[config.mk]
export PLATFORM = sky130hd
export DESIGN_NAME = frequency_ordered_lookup_table
export DESIGN_NICKNAME = d
export VERILOG_FILES = /design/src/rtl/core/flol_pkg.sv /design/src/rtl/core/flol_mem.sv /design/src/rtl/core/flol_ctrl.sv /design/src/rtl/core/frequency_ordered_lookup_table.sv
export SDC_FILE = /design/constraint.sdc
export NUM_CORES = 1
export LEC_CHECK = 0
export BUFFER_PORTS_ARGS = -buffer_cell sky130_fd_sc_hd__clkbuf_2
export CAP_MARGIN = 25
export CELL_PAD_IN_SITES_DETAIL_PLACEMENT = 0
export CELL_PAD_IN_SITES_GLOBAL_PLACEMENT = 2
export CORE_MARGIN = 8
export CORE_UTILIZATION = 40
export CTS_BUF_LIST = sky130_fd_sc_hd__clkbuf_4
export DETAILED_ROUTE_END_ITERATION = 10
export GPL_TIMING_DRIVEN = 0
export PLACE_DENSITY = 0.66
export SLEW_MARGIN = 10
export SYNTH_ARGS = -nofsm -noshare
export SYNTH_HDL_FRONTEND = slang
export SYNTH_SLANG_ARGS = --single-unit
[constraint.sdc]
create_clock -name clk -period 8.21 [get_ports clk]
set_input_delay 1.642 -clock clk [delete_from_list [all_inputs] [get_ports clk]]
set_output_delay 1.642 -clock clk [all_outputs]
set_load 0.1 [all_outputs]
[src/rtl/core/flol_pkg.sv]
package flol_pkg;

	// command codes
	localparam logic [1:0] CMD_CLEAR  = 2'd0;
	localparam logic [1:0] CMD_APPEND = 2'd1;
	localparam logic [1:0] CMD_LOCATE = 2'd2;
	localparam logic [1:0] CMD_READ   = 2'd3;

	// status codes
	localparam logic [1:0] STATUS_OK        = 2'd0;
	localparam logic [1:0] STATUS_NOT_FOUND = 2'd1;
	localparam logic [1:0] STATUS_FULL      = 2'd2;
	localparam logic [1:0] STATUS_BEYOND    = 2'd3;

	// fixed field widths
	localparam int VALUE_W = 32;
	localparam int POS_W   = 4;
	localparam int CNT_W   = 16;

	// one result transaction
	typedef struct packed {
		logic [1:0]         status;
		logic [POS_W-1:0]   position;
		logic [VALUE_W-1:0] value;
		logic [CNT_W-1:0]   count;
	} result_t;

endpackage

[src/rtl/core/flol_mem.sv]
module flol_mem #(
	parameter int DEPTH = 16,
	parameter int WIDTH = 48
) (
	input  logic                     clk,
	input  logic                     re,
	input  logic [$clog2(DEPTH)-1:0] raddr,
	output logic [WIDTH-1:0]         rdata,
	input  logic                     we,
	input  logic [$clog2(DEPTH)-1:0] waddr,
	input  logic [WIDTH-1:0]         wdata
);

	logic [WIDTH-1:0] mem [DEPTH];

	// write port
	always_ff @(posedge clk) begin
		if (we) begin
			mem[waddr] <= wdata;
		end
	end

	// registered read port
	always_ff @(posedge clk) begin
		if (re) begin
			rdata <= mem[raddr];
		end
	end

endmodule

[src/rtl/core/flol_ctrl.sv]
module flol_ctrl #(
	parameter int DEPTH      = 16,
	parameter int COUNT_BITS = 16
) (
	input  logic                                clk,
	input  logic                                arst_n,
	input  logic                                req_valid,
	output logic                                req_ready,
	input  logic [1:0]                          cmd,
	input  logic [flol_pkg::VALUE_W-1:0]        value,
	input  logic [flol_pkg::POS_W-1:0]          position,
	output logic                                res_valid,
	input  logic                                res_ready,
	output flol_pkg::result_t                   res,
	output logic                                mem_re,
	output logic [$clog2(DEPTH)-1:0]            mem_raddr,
	input  logic [flol_pkg::VALUE_W+COUNT_BITS-1:0] mem_rdata,
	output logic                                mem_we,
	output logic [$clog2(DEPTH)-1:0]            mem_waddr,
	output logic [flol_pkg::VALUE_W+COUNT_BITS-1:0] mem_wdata
);

	localparam int AW = $clog2(DEPTH);
	localparam int UW = $clog2(DEPTH + 1);
	localparam int VW = flol_pkg::VALUE_W;
	localparam int EW = VW + COUNT_BITS;
	localparam logic [COUNT_BITS-1:0] COUNT_MAX = '1;

	localparam logic [2:0] S_IDLE  = 3'd0;
	localparam logic [2:0] S_SCAN  = 3'd1;
	localparam logic [2:0] S_SHIFT = 3'd2;
	localparam logic [2:0] S_PLACE = 3'd3;
	localparam logic [2:0] S_RDOUT = 3'd4;
	localparam logic [2:0] S_DONE  = 3'd5;

	logic [2:0]            state_q, state_d;
	logic [UW-1:0]         used_q, used_d;
	logic [AW-1:0]         addr_q, addr_d;
	logic [VW-1:0]         key_q, key_d;
	logic [VW-1:0]         val_q, val_d;
	logic [COUNT_BITS-1:0] cnt_q, cnt_d;
	flol_pkg::result_t     res_q, res_d;

	logic [VW-1:0]         rd_value;
	logic [COUNT_BITS-1:0] rd_count;
	logic [COUNT_BITS-1:0] rd_count_inc;
	logic [AW-1:0]         last_addr;
	logic [AW-1:0]         addr_up;
	logic [AW-1:0]         addr_dn;

	function automatic logic [flol_pkg::CNT_W-1:0] cnt16(input logic [COUNT_BITS-1:0] c);
		logic [31:0] w;
		w = 32'(c);
		return w[flol_pkg::CNT_W-1:0];
	endfunction

	// split the read entry and bump its count with saturation
	assign rd_value     = mem_rdata[EW-1:COUNT_BITS];
	assign rd_count     = mem_rdata[COUNT_BITS-1:0];
	assign rd_count_inc = (rd_count == COUNT_MAX) ? COUNT_MAX : rd_count + COUNT_BITS'(1);
	assign last_addr    = AW'(used_q - UW'(1));
	assign addr_up      = addr_q + AW'(1);
	assign addr_dn      = addr_q - AW'(1);

	assign req_ready = (state_q == S_IDLE);
	assign res_valid = (state_q == S_DONE);
	assign res       = res_q;

	// sequence clear, append, locate (scan then shift) and read
	always_comb begin
		state_d   = state_q;
		used_d    = used_q;
		addr_d    = addr_q;
		key_d     = key_q;
		val_d     = val_q;
		cnt_d     = cnt_q;
		res_d     = res_q;
		mem_re    = 1'b0;
		mem_raddr = addr_q;
		mem_we    = 1'b0;
		mem_waddr = addr_q;
		mem_wdata = {val_q, cnt_q};
		case (state_q)
			S_IDLE: begin
				if (req_valid) begin
					key_d   = value;
					state_d = S_DONE;
					case (cmd)
						flol_pkg::CMD_CLEAR: begin
							used_d = '0;
							res_d  = '{flol_pkg::STATUS_OK, '0, '0, '0};
						end
						flol_pkg::CMD_APPEND: begin
							if (32'(used_q) >= DEPTH) begin
								res_d = '{flol_pkg::STATUS_FULL, '0, '0, '0};
							end else begin
								mem_we    = 1'b1;
								mem_waddr = AW'(used_q);
								mem_wdata = {value, {COUNT_BITS{1'b0}}};
								used_d    = used_q + UW'(1);
								res_d     = '{flol_pkg::STATUS_OK,
									flol_pkg::POS_W'(used_q), value, '0};
							end
						end
						flol_pkg::CMD_LOCATE: begin
							if (used_q == '0) begin
								res_d = '{flol_pkg::STATUS_NOT_FOUND, '0, '0, '0};
							end else begin
								mem_re    = 1'b1;
								mem_raddr = '0;
								addr_d    = '0;
								state_d   = S_SCAN;
							end
						end
						flol_pkg::CMD_READ: begin
							if (32'(position) >= 32'(used_q)) begin
								res_d = '{flol_pkg::STATUS_BEYOND, '0, '0, '0};
							end else begin
								mem_re    = 1'b1;
								mem_raddr = AW'(position);
								addr_d    = AW'(position);
								state_d   = S_RDOUT;
							end
						end
						default: begin
							state_d = S_IDLE;
						end
					endcase
				end
			end
			S_SCAN: begin
				if (rd_value == key_q) begin
					val_d = rd_value;
					cnt_d = rd_count_inc;
					if (addr_q == '0) begin
						mem_we    = 1'b1;
						mem_waddr = '0;
						mem_wdata = {rd_value, rd_count_inc};
						res_d     = '{flol_pkg::STATUS_OK, '0, rd_value, cnt16(rd_count_inc)};
						state_d   = S_DONE;
					end else begin
						mem_re    = 1'b1;
						mem_raddr = addr_dn;
						addr_d    = addr_dn;
						state_d   = S_SHIFT;
					end
				end else if (addr_q == last_addr) begin
					res_d   = '{flol_pkg::STATUS_NOT_FOUND, '0, '0, '0};
					state_d = S_DONE;
				end else begin
					mem_re    = 1'b1;
					mem_raddr = addr_up;
					addr_d    = addr_up;
				end
			end
			S_SHIFT: begin
				mem_we    = 1'b1;
				mem_waddr = addr_up;
				if (rd_count <= cnt_q) begin
					// move this entry one place back
					mem_wdata = mem_rdata;
					if (addr_q == '0) begin
						state_d = S_PLACE;
					end else begin
						mem_re    = 1'b1;
						mem_raddr = addr_dn;
						addr_d    = addr_dn;
					end
				end else begin
					// drop the located entry in behind this one
					mem_wdata = {val_q, cnt_q};
					res_d     = '{flol_pkg::STATUS_OK, flol_pkg::POS_W'(addr_up),
						val_q, cnt16(cnt_q)};
					state_d   = S_DONE;
				end
			end
			S_PLACE: begin
				mem_we    = 1'b1;
				mem_waddr = '0;
				res_d     = '{flol_pkg::STATUS_OK, '0, val_q, cnt16(cnt_q)};
				state_d   = S_DONE;
			end
			S_RDOUT: begin
				res_d   = '{flol_pkg::STATUS_OK, flol_pkg::POS_W'(addr_q),
					rd_value, cnt16(rd_count)};
				state_d = S_DONE;
			end
			S_DONE: begin
				if (res_ready) begin
					state_d = S_IDLE;
				end
			end
			default: begin
				state_d = S_IDLE;
			end
		endcase
	end

	// control state
	always_ff @(posedge clk or negedge arst_n) begin
		if (!arst_n) begin
			state_q <= S_IDLE;
			used_q  <= '0;
		end else begin
			state_q <= state_d;
			used_q  <= used_d;
		end
	end

	// working registers
	always_ff @(posedge clk) begin
		addr_q <= addr_d;
		key_q  <= key_d;
		val_q  <= val_d;
		cnt_q  <= cnt_d;
		res_q  <= res_d;
	end

	// reads stay inside the filled part of the table
	assert property (@(posedge clk) disable iff (!arst_n)
		mem_re |-> (32'(mem_raddr) < 32'(used_q)))
		else $error("read beyond filled entries");

	// fill count never exceeds the table size
	assert property (@(posedge clk) disable iff (!arst_n)
		32'(used_q) <= DEPTH)
		else $error("fill count overflow");

	// fill count changes only when a transaction is taken
	assert property (@(posedge clk) disable iff (!arst_n)
		(state_q != S_IDLE) |=> $stable(used_q))
		else $error("fill count changed mid-operation");

endmodule

[src/rtl/core/frequency_ordered_lookup_table.sv]
// Clear, append, a locate on an empty table and an out-of-range read finish on acceptance;
// a read adds one table read; a locate scans from the head until it hits or passes the last
// entry, then shifts entries ahead of the hit back until the hit's new slot is reached.
// Scan and shift move one entry per cycle through the single registered table memory.
// One transaction is handled at a time; the next is taken the cycle after the result enters
// the output register. Reset empties the table.
module frequency_ordered_lookup_table #(
	parameter int DEPTH      = 16,
	parameter int COUNT_BITS = 16
) (
	input  logic                               clk,
	input  logic                               arst_n,
	input  logic                               req_valid,
	output logic                               req_ready,
	input  logic [1:0]                         cmd,
	input  logic signed [flol_pkg::VALUE_W-1:0] value,
	input  logic [flol_pkg::POS_W-1:0]         position,
	output logic                               rsp_valid,
	input  logic                               rsp_ready,
	output logic [1:0]                         status,
	output logic [flol_pkg::POS_W-1:0]         entry_position,
	output logic signed [flol_pkg::VALUE_W-1:0] entry_value,
	output logic [flol_pkg::CNT_W-1:0]         entry_count
);

	localparam int AW = $clog2(DEPTH);
	localparam int EW = flol_pkg::VALUE_W + COUNT_BITS;

	logic              res_valid;
	logic              res_ready;
	flol_pkg::result_t res;
	logic              mem_re;
	logic [AW-1:0]     mem_raddr;
	logic [EW-1:0]     mem_rdata;
	logic              mem_we;
	logic [AW-1:0]     mem_waddr;
	logic [EW-1:0]     mem_wdata;
	logic              rsp_valid_q;
	flol_pkg::result_t rsp_q;

	flol_ctrl #(
		.DEPTH      (DEPTH),
		.COUNT_BITS (COUNT_BITS)
	) u_ctrl (
		.clk       (clk),
		.arst_n    (arst_n),
		.req_valid (req_valid),
		.req_ready (req_ready),
		.cmd       (cmd),
		.value     (value),
		.position  (position),
		.res_valid (res_valid),
		.res_ready (res_ready),
		.res       (res),
		.mem_re    (mem_re),
		.mem_raddr (mem_raddr),
		.mem_rdata (mem_rdata),
		.mem_we    (mem_we),
		.mem_waddr (mem_waddr),
		.mem_wdata (mem_wdata)
	);

	flol_mem #(
		.DEPTH (DEPTH),
		.WIDTH (EW)
	) u_mem (
		.clk   (clk),
		.re    (mem_re),
		.raddr (mem_raddr),
		.rdata (mem_rdata),
		.we    (mem_we),
		.waddr (mem_waddr),
		.wdata (mem_wdata)
	);

	// output register: take a result when empty or being drained
	assign res_ready = !rsp_valid_q || rsp_ready;

	always_ff @(posedge clk or negedge arst_n) begin
		if (!arst_n) begin
			rsp_valid_q <= 1'b0;
		end else if (res_ready) begin
			rsp_valid_q <= res_valid;
		end
	end

	always_ff @(posedge clk) begin
		if (res_ready && res_valid) begin
			rsp_q <= res;
		end
	end

	assign rsp_valid      = rsp_valid_q;
	assign status         = rsp_q.status;
	assign entry_position = rsp_q.position;
	assign entry_value    = rsp_q.value;
	assign entry_count    = rsp_q.count;

	// a result handed over always shows up at the output
	assert property (@(posedge clk) disable iff (!arst_n)
		(res_valid && res_ready) |=> rsp_valid)
		else $error("result lost at output register");

endmodule

==> results of run 1 <==
-- worst register-to-register path, delay by kind of cell (launching register included) --
kind,cells,cell delay [ps]
AO/OA/AOI/OAI,3,980
flip-flops,1,390
adder cells (fa/ha/maj),2,400
AND/OR/NAND/NOR,5,990
buffers and inverters,10,3690
-- registers in the layout, summed over array words and instances, names as in the netlist, 2 cells and up --
name,count
u_mem.mem,768
u_ctrl.res,54
u_mem.rdata,48
entry_value,32
u_ctrl.key_q,32
u_ctrl.val_q,32
entry_count,16
u_ctrl.cnt_q,16
u_ctrl.used_q,5
entry_position,4
u_ctrl.addr_q,4
u_ctrl.state_q,3
status,2
-- layout by cell type (no fill, tap or decap), drive strengths merged, types with 6 or more instances in the layout --
| cell type | instances |
|---|---|
| edfxtp | 1004 |
| clkbuf | 628 |
| a2111oi | 289 |
| inv | 203 |
| mux2i | 194 |
| nand2 | 163 |
| buf | 141 |
| a211oi | 102 |
| a221oi | 96 |
| nor2 | 66 |
| a222oi | 58 |
| or4 | 50 |
| clkinv | 50 |
| xor2 | 42 |
| a221o | 37 |
| ha | 26 |
| a21oi | 23 |
| nand3 | 19 |
| o21ai | 18 |
| a31oi | 16 |
| nor4 | 10 |
| dfrtp | 9 |
| nor3 | 8 |
| nand4 | 8 |
| xnor2 | 7 |
| nor2b | 7 |
| o211ai | 7 |
| diode | 6 |
| and3 | 6 |
-- kinds of logic (layout without fill, tap and decap cells) --
family | count (synthesis) | in the layout | synth area share, %
flip-flops | 1017 | 1017 | 71.6
AO/OA/AOI/OAI | 681 | 681 | 13.6
buffers and inverters | 431 | 1027 | 4.44
AND/OR/NAND/NOR | 357 | 357 | 4.05
multiplexers | 195 | 195 | 4.59
XOR/XNOR | 49 | 49 | 1.01
adder cells (fa/ha/maj) | 26 | 26 | 0.765
other | 0 | 6 | 0
-- metrics by stage --
step	cell area, µm²	worst slack, ps	instances	hold WS, ps	TNS [ps]
after floorplan	42500	1490	2756	400	0
after global placement	44800	-1210	4243	402	-470210
after detailed placement	45700	1210	4283	405	0
after CTS	49100	1590	4741	275	0
after global routing	49100	1260	4747	327	0
final	49100	1530	4749	398	0
-- worst paths after layout --
check | from | to | slack [ps] | cells after the start
setup / recovery | u_ctrl.addr_q[0] | u_mem.rdata[33] | 1530 | 20
hold / removal | u_ctrl.res[27] | entry_value[11] | 400 | 0
setup reg to reg | u_ctrl.addr_q[0] | u_mem.rdata[33] | 1530 | 20
hold reg to reg | u_ctrl.res[27] | entry_value[11] | 400 | 0
max in group asynchronous | arst_n | u_ctrl.state_q[2] | 7580 | 1
min in group asynchronous | arst_n | u_ctrl.state_q[0] | 410 | 1
-- routing by layer --
layer / vias up / global-route usage [%]
met5: - / 0
met4: 0 / 7.41
met3: 216 / 5.35
met2: 1148 / 36.6
met1: 13900 / 28.9
li1: 12300 / -
-- power breakdown --
| group | switching, µW | internal (µW) | total [µW] |
|---|---|---|---|
| Combinational | 6740 | 2450 | 9190 |
| Clock | 2030 | 2330 | 4360 |
| Sequential | 335 | 6990 | 7330 |
| Total | 9100 | 11800 | 20900 |
-- layout make-up --
| type | instances | area (µm²) |
|---|---|---|
| buffer | 236 | 1160 |
| antenna | 6 | 15.0 |
| tap | 1391 | 1740 |
| fill | 9377 | 56300 |
| sequential | 1017 | 30500 |
| clock buffer | 396 | 2970 |
| multi-input combinational | 1308 | 10300 |
| inverter | 195 | 732 |
| timing repair buffer | 138 | 1340 |
| clock inverter | 62 | 345 |
==> flow_metrics.py, run 1 <==
metrics = {
    "yosys": {
        "syn_nets": 2824,
        "synthCells": 2756,
        "ys.flop_type": "edfxtp_1",
        "synth-edff-count": 1004,
        "yosys.area.top_type_share_pct": 70.9,
        "yosysMostFrequentCell": "edfxtp_1",
        "synth-seq-cells": 1017,
        "yosysWarnings": 0,
        "synth_largest_area_cell": "edfxtp_1",
        "synth_cell_types": 76,
        "syn-cell-area_um2": 42500,
        "ys_async_sr_fraction_pct": 0.885,
        "yosys-top-cells-count": "edfxtp_1, a2111oi_0, mux2i_1, inv_1, nand2_1",
        "yosysSeqAreaShare_pct": 71.6,
        "ys_top_cells_by_area": "edfxtp_1, a2111oi_0, mux2i_1, a221oi_1, a211oi_1",
        "syn_avg_cell_area_um2": 15.4,
    },
    "routing": {
        "drcViolationCount": 0,
        "via_per_inst": 5.81,
        "vias": 27600,
        "wl_met1_um": 56500,
        "drt-total-wl_um": 133000,
        "ant_nets": 0,
        "wl_per_cell_um": 27.9,
        "dr_wl_met2_um": 63200,
        "wl_met3_um": 9710,
        "maxUsedRoutingLayer": "met4",
        "drt_iter0_markers": 2446,
        "firstDrtPassIters": 7,
    },
    "floorplan": {
        "fp.dieW_um": 342,
        "die_y_um": 342,
        "ios": 98,
        "fp.dieArea_um2": 117000,
        "rows": 119,
        "fp.coreArea_um2": 105000,
        "start_util_pct": 40.4,
    },
    "worst_setup_path": {
        "cp-end-kind": "flop",
        "crit_family": "buffers and inverters",
        "critPathMaxStageDelay_ps": 720,
        "critPathArrivalTime_ps": 7620,
        "crit_buf_inv": 10,
        "worstPathCellList": "clkbuf_1 -> clkbuf_1 -> buf_2 -> inv_1 -> ha_1 -> nor2b_1 -> and2b_1 -> inv_1 -> ha_1 -> nand2_1 -> a31oi_4 -> a211oi_2 -> buf_6 -> inv_2 -> buf_6 -> buf_2 -> clkbuf_1 -> nand2_1 -> a221oi_1 -> or4_1",
        "start_kind": "flop",
        "critPathMostFrequentCell": "clkbuf_1",
        "cpMaxStageDelayCell": "clkbuf_1",
        "criticalPathCategory": "reg -> reg",
        "crit_required_ps": 9150,
        "crit_fanout": 10,
    },
    "timing": {
        "min_period_ps": 6680,
        "min_period_over_period_pct": 81.3,
        "worst_pin_slew_ps": 1030,
        "timing_hold_violations_final": 0,
        "rsz0062_at_grt": "no",
        "setup_viol": 0,
        "clock_skew_ps": 104,
        "max_freq_ghz": 0.150,
        "slew_headroom_pct": 31.5,
        "drv_slew": 0,
    },
    "cells_and_area": {
        "post-route-util_pct": 46.6,
        "area_growth_pct": 15.4,
        "final_nets": 3250,
        "drive_above_1_share_pct": 20.5,
    },
    "clocking": {
        "numClockSinks": 1017,
        "cts_root_buf": "clkbuf_4",
        "cts_setup_buffers": 0,
        "worstSkewPairLatency_ps": 1180,
        "ctsHtreeMaxLevel": 5,
        "cts_max_path_buffers": 4,
        "cts_resized": 0,
        "numCtsBuffers": 286,
        "hold_buffers": 0,
        "cts.reportedPaths.clkPinSlew_ps": 60,
        "tritoncts": "yes",
    },
    "pwr": {
        "ir_drop_v": 0.000178,
        "powerDensity_nw_per_um2": 425,
        "total_power_uw": 20900,
        "leakage_uw": 0.0174,
    },
    "global_route": {
        "grt_max_degree": 36,
        "grt_pass1_vias": 28300,
        "grt_pass1_wl_um": 192000,
        "grt_antenna_before_repair": 7,
        "overflow": 0,
        "grt_usage_pct": 22.2,
    },
    "run": {
        "cap_viol_max_count": 0,
    },
    "placement": {
        "port_buffers": 96,
        "hpwl_um": 96800,
        "gp_congestion": 0.868,
    },
    "hold_path": {
        "hp-class": "reg -> reg",
    },
    "outcome": {
        "status": "finished clean",
    },
}
Note: power is estimated with default switching activity, not from simulation.
==> inputs of run 2 (changes only) <==
Settings changed: ABC_AREA from default to 1, PLACE_DENSITY 0.66 to 0.72.
Clock period 8.21 ns to 6.7 ns, I/O delays scaled along.
==> run 2 against run 1 <==
Design area is 9.1% higher. Hold slack got worse by 15 ps. Wire length is 12% higher. Sequential share of layout area down 5.2 points. Critical endpoint is now u_mem.rdata[28]. Largest power group unchanged. Highest routed layer is now met5.
==> flow_metrics.py, run 2 <==
metrics = {
    "cells_and_area": {
        "final_common_cell": "edfxtp_1",
        "area_growth_pct": 17.1,
        "final_cell_count_no_fill": 6457,
        "final_nets": 4812,
        "largest_reg_flops": 768,
        "top_register": "u_mem.mem",
        "final_cell_mix": "edfxtp_1, nand3_1, inv_1",
        "drive_above_1_share_pct": 16.7,
    },
    "hold_path": {
        "holdPathStages": 1,
        "hp-class": "in -> reg",
    },
    "yosys": {
        "synth-edff-count": 1004,
        "ys.flop_type": "edfxtp_1",
        "synthCells": 4254,
        "synthAdderAreaFrac_pct": 0.711,
        "ys_async_sr_fraction_pct": 0.885,
        "synthXorXnorAreaFrac_pct": 0.670,
        "synth_compound_area_share_pct": 3.38,
        "synth_top_family_by_area": "simple AND/OR/NAND/NOR gates",
        "synth-seq-cells": 1017,
        "yosys.area.top_type_share_pct": 65.9,
        "syn_avg_cell_area_um2": 10.8,
        "syn_nets": 4322,
        "synth_cell_types": 43,
        "yosysWarnings": 0,
        "synth_largest_area_cell": "edfxtp_1",
        "ys_top_cells_by_area": "edfxtp_1, nand3_1, inv_1, nand2_1, nand3b_1",
        "yosysSeqAreaShare_pct": 66.6,
        "synth-simple-area-share_pct": 20.0,
        "muxShareOfSynthArea_pct": 0,
        "yosys-top-cells-count": "edfxtp_1, nand3_1, inv_1, nand2_1, nand3b_1",
        "syn-cell-area_um2": 45700,
        "yosysMostFrequentCell": "edfxtp_1",
    },
    "floorplan": {
        "fp.coreArea_um2": 114000,
        "start_util_pct": 40.2,
        "rows": 124,
        "die_y_um": 354,
        "fp.dieW_um": 354,
        "ios": 98,
        "fp.dieArea_um2": 125000,
    },
    "timing": {
        "setup_viol": 0,
        "clock_skew_ps": 114,
        "drv_slew": 0,
        "rsz0062_at_grt": "no",
        "slew_headroom_pct": 29.1,
        "min_period_over_period_pct": 71.3,
        "max_freq_ghz": 0.209,
        "fin_setup_tns_ps": 0,
        "worst_slack_ps": 1920,
        "timing_hold_violations_final": 0,
        "holdWs_ps": 383,
        "worst_pin_slew_ps": 1060,
        "min_period_ps": 4780,
    },
    "routing": {
        "drcViolationCount": 0,
        "vias": 32900,
        "via_per_inst": 5.09,
        "drt-total-wl_um": 149000,
        "ant_nets": 0,
        "firstDrtPassIters": 6,
        "drt_iter0_markers": 2609,
        "wl_per_cell_um": 23.0,
    },
    "clocking": {
        "numCtsBuffers": 301,
        "tritoncts": "yes",
        "ctsHtreeMaxLevel": 5,
        "cts_root_buf": "clkbuf_4",
        "worstSkewPairLatency_ps": 1190,
        "cts_setup_buffers": 0,
        "cts_resized": 0,
        "cts.reportedPaths.clkPinSlew_ps": 70,
        "cts_max_path_buffers": 4,
        "numClockSinks": 1017,
    },
    "pwr": {
        "ir_drop_v": 0.000233,
        "powerDensity_nw_per_um2": 530,
        "leakage_uw": 0.0219,
    },
    "global_route": {
        "overflow": 0,
        "grt_antenna_before_repair": 11,
        "globalRouteMet2Util_pct": 36.9,
        "use_met1_pct": 32.1,
        "grt_pass1_wl_um": 216000,
        "busiest_layer": "met2",
        "grt_usage_pct": 23.2,
        "grt_use_met3_pct": 4.54,
        "grt_max_degree": 34,
        "grt_pass1_vias": 32300,
    },
    "worst_setup_path": {
        "crit_required_ps": 7510,
        "crit_fanout": 10,
        "worstRegToRegCells": 15,
        "cp-end-kind": "flop",
        "criticalPathCategory": "reg -> reg",
        "critPathArrivalTime_ps": 5580,
        "start_kind": "flop",
    },
    "placement": {
        "dp_slack_ps": 1310,
        "gp_congestion": 0.890,
        "hpwl_um": 108000,
        "placed_cells": 5949,
        "port_buffers": 97,
    },
    "run": {
        "cap_viol_max_count": 0,
    },
    "outcome": {
        "status": "finished clean",
    },
}
==> run 2: critical path, cell delays in order, from the launching register on <==
cell and delay [ps]:
edfxtp_1 510, ha_1 360, a21oi_1 130, o21ai_0 90, a21oi_1 190, nand2_1 150
nand3_1 280, nand2_1 120, o21ai_1 720, clkbuf_1 690, buf_2 420, nand3_1 110
nand3_1 110, nand3_1 90, nand3_1 170, nand2_1 220
==> run 2: repair_timing <==
item	CTS	global route
endpoints found under the setup margin	0	0
hold buffers	1	0
endpoints found under the hold margin	9	0
==> run 2: per-layer routing <==
metal / vias up / wire (µm)
li1: 15700 / -
met1: 15800 / 66200
met2: 1169 / 68500
met3: 259 / 10200
met4: 2 / 3920
met5: - / 13
==> run 2: kinds of logic after synthesis <==
logic type / after synthesis
and+or+nand+nor: 1939
DFF: 1017
buffers and inverters: 1003
AOI/OAI and AO/OA: 234
xor gates and xnor gates: 35
adders and majority gates: 26
==> run 2: power by group <==
group / leakage, µW / internal [µW] / total, µW / switching, µW
registers: 0.00933 / 8610 / 8970 / 368
logic: 0.0104 / 3350 / 13700 / 10300
clock network: 0.00218 / 3100 / 5720 / 2620
==> run 2: worst paths after layout <==
check	to	slack, ps	from
max in group asynchronous	u_ctrl.used_q[0]	5840	arst_n
min	u_ctrl.key_q[6]	380	value[6]
max reg2reg	u_mem.rdata[28]	1920	u_mem.rdata[13]
max	u_mem.rdata[28]	1920	u_mem.rdata[13]
min reg2reg	entry_value[2]	410	u_ctrl.res[18]
min in group asynchronous	u_ctrl.state_q[2]	640	arst_n
==> run 2: through the flow <==
stage / total power, µW / util (%) / area, µm²
6_report: 28400 / 47.0 / 53600
5_1_grt: 30000 / 47.0 / 53600
4_1_cts: 28500 / 47.0 / 53500
3_5_place_dp: 22700 / 43.8 / 49900
3_3_place_gp: 22300 / 42.3 / 48100
2_1_floorplan: 16800 / - / 45700
==> run 2: layout make-up <==
class / count / area (µm²)
Fill cell: 10800 / 60300
Sequential cell: 1017 / 30500
Multi-Input combinational cell: 2234 / 11700
Clock buffer: 434 / 3260
Inverter: 767 / 2880
Timing Repair Buffer: 187 / 1920
Tap cell: 1512 / 1890
Buffer: 236 / 1100
Clock inverter: 65 / 359
Antenna cell: 5 / 12.5
==> inputs of run 3 (changes only) <==
Clock period 6.7 ns to 5 ns, I/O delays scaled along.
==> run 3 against run 2 <==
Final cell count grew 0.15%. Die area is the same. Hold slack lost 210 ps. Wire length is essentially flat. Non-clock buffer count grew 32. Via count shrank 0.26%. Design area grew 0.47%. Power grew 34%. Combinational power grew 34%. Sequential cell count is the same. Critical endpoint is now u_mem.mem[12][32].
==> flow_metrics.py, run 3 (synthesis results as in run 2) <==
metrics = {
    "outcome": {
        "status": "finished clean",
    },
    "timing": {
        "min_period_ps": 4760,
        "rsz0062_at_grt": "no",
        "setup_viol": 0,
        "slew_headroom_pct": 27.0,
        "timing_hold_violations_final": 0,
        "max_freq_ghz": 0.210,
        "drv_slew": 0,
        "clock_skew_ps": 89.8,
        "holdWs_ps": 174,
        "min_period_over_period_pct": 95.2,
        "worst_pin_slew_ps": 1090,
    },
    "global_route": {
        "grt_usage_pct": 23.3,
        "grt_pass1_wl_um": 217000,
        "grt_pass1_vias": 32600,
        "grt_antenna_before_repair": 10,
        "grt_max_degree": 34,
        "overflow": 0,
    },
    "clocking": {
        "numCtsBuffers": 294,
        "worstSkewPairLatency_ps": 1150,
        "cts_root_buf": "clkbuf_4",
        "numClockSinks": 1017,
        "cts_max_path_buffers": 4,
        "cts.reportedPaths.clkPinSlew_ps": 60,
        "ctsHtreeMaxLevel": 5,
        "tritoncts": "yes",
    },
    "worst_setup_path": {
        "crit_required_ps": 5790,
        "worstPathCellList": "nor2_1 -> inv_1 -> nor2_2 -> inv_1 -> nor2_1 -> clkbuf_1 -> a21oi_1 -> or2_2 -> nor2_4 -> buf_12 -> buf_16",
        "criticalPathCategory": "reg -> reg",
        "start_kind": "flop",
        "critPathMaxStageDelay_ps": 750,
        "cpMaxStageDelayCell": "nor2_4",
        "cp-end-kind": "flop",
        "crit_fanout": 18,
        "critPathArrivalTime_ps": 5550,
    },
    "cells_and_area": {
        "n_fill_cell": 10800,
        "top_register": "u_mem.mem",
        "drive_above_1_share_pct": 16.4,
        "final_nets": 4837,
        "area_growth_pct": 17.7,
        "multiInputGateArea_um2": 11700,
        "final_common_cell": "edfxtp_1",
        "final_cell_mix": "edfxtp_1, nand3_1, inv_1",
        "regArea_um2": 30500,
        "stdcell_area_um2": 53800,
        "largest_reg_flops": 768,
    },
    "routing": {
        "firstDrtPassIters": 5,
        "drt_iter0_markers": 2613,
        "drt-total-wl_um": 149000,
        "drcViolationCount": 0,
        "ant_nets": 0,
        "vias": 32800,
        "wl_per_cell_um": 23.0,
        "via_per_inst": 5.07,
    },
    "floorplan": {
        "ios": 98,
        "start_util_pct": 40.2,
        "fp.dieArea_um2": 125000,
        "fp.coreArea_um2": 114000,
        "die_y_um": 354,
        "fp.dieW_um": 354,
        "rows": 124,
    },
    "pwr": {
        "leakage_uw": 0.0220,
        "total_power_uw": 38000,
        "ir_drop_v": 0.000348,
        "powerDensity_nw_per_um2": 707,
    },
    "hold_path": {
        "hp-class": "in -> reg",
    },
    "run": {
        "cap_viol_max_count": 0,
    },
    "placement": {
        "gp_congestion": 0.889,
        "hpwl_um": 108000,
        "port_buffers": 97,
        "placed_area_um2": 49900,
    },
}
run 3: layout make-up:
type / count / area share [%]
flip-flops and latches: 1017 / 56.6
multi-input cells: 2234 / 21.7
clock buffers: 421 / 5.87
inverters: 767 / 5.35
repair buffers: 219 / 4.19
well taps: 1512 / 3.52
plain buffers: 236 / 2.04
clock inverters: 59 / 0.725
diodes: 2 / 0.00930
run 3: path summary, 6_finish.rpt:
kind	startpoint	to	slack [ps]	cells after the start
worst max-delay path	u_ctrl.state_q[0]	u_mem.mem[12][32]	240	11
worst min-delay path	value[11]	u_ctrl.key_q[11]	170	1
worst max register to register	u_ctrl.state_q[0]	u_mem.mem[12][32]	240	11
worst min register to register	u_ctrl.res[2]	entry_count[2]	410	0
max in group asynchronous	arst_n	u_ctrl.used_q[2]	4480	2
min in group asynchronous	arst_n	u_ctrl.state_q[0]	290	2
run 3: power by group:
group	leakage, µW	switching [µW]	internal, µW
Clock	0.00213	3480	4140
Sequential	0.00933	488	11500
Combinational	0.0105	13900	4520
Total	0.0220	17800	20200
run 3: worst max-delay path, delay by kind of cell, from the launching register on:
family	cells	cell delay [ps]
compound gates	1	280
buf+inv	5	1430
flops	1	470
simple gates	5	2230
run 3: per-layer routing:
| layer | wire, µm | vias up | track usage (%) |
|---|---|---|---|
| met5 | 14 | - | 0 |
| met4 | 3830 | 2 | 7.35 |
| met3 | 9310 | 229 | 4.70 |
| met2 | 69200 | 1158 | 37.5 |
| met1 | 66500 | 15700 | 31.7 |
| li1 | - | 15700 | - |
run 3: stage by stage:
stage	instances	setup WS, ps	utilization, %	TNS (ps)
CTS	6462	131	47.2	0
global route	6467	118	47.3	0
finish	6467	238	47.3	0
floorplan	4254	-356	-	-108930
detailed placement	5952	-16.4	43.8	-16.4
global placement	5863	-2910	42.3	-2469420
run 3: timing repair:
action                                 in CTS  in global routing
endpoints found under the hold margin      38                  0
hold buffers                               30                  0
gates resized for setup                     0                  0
setup buffers                               0                  0
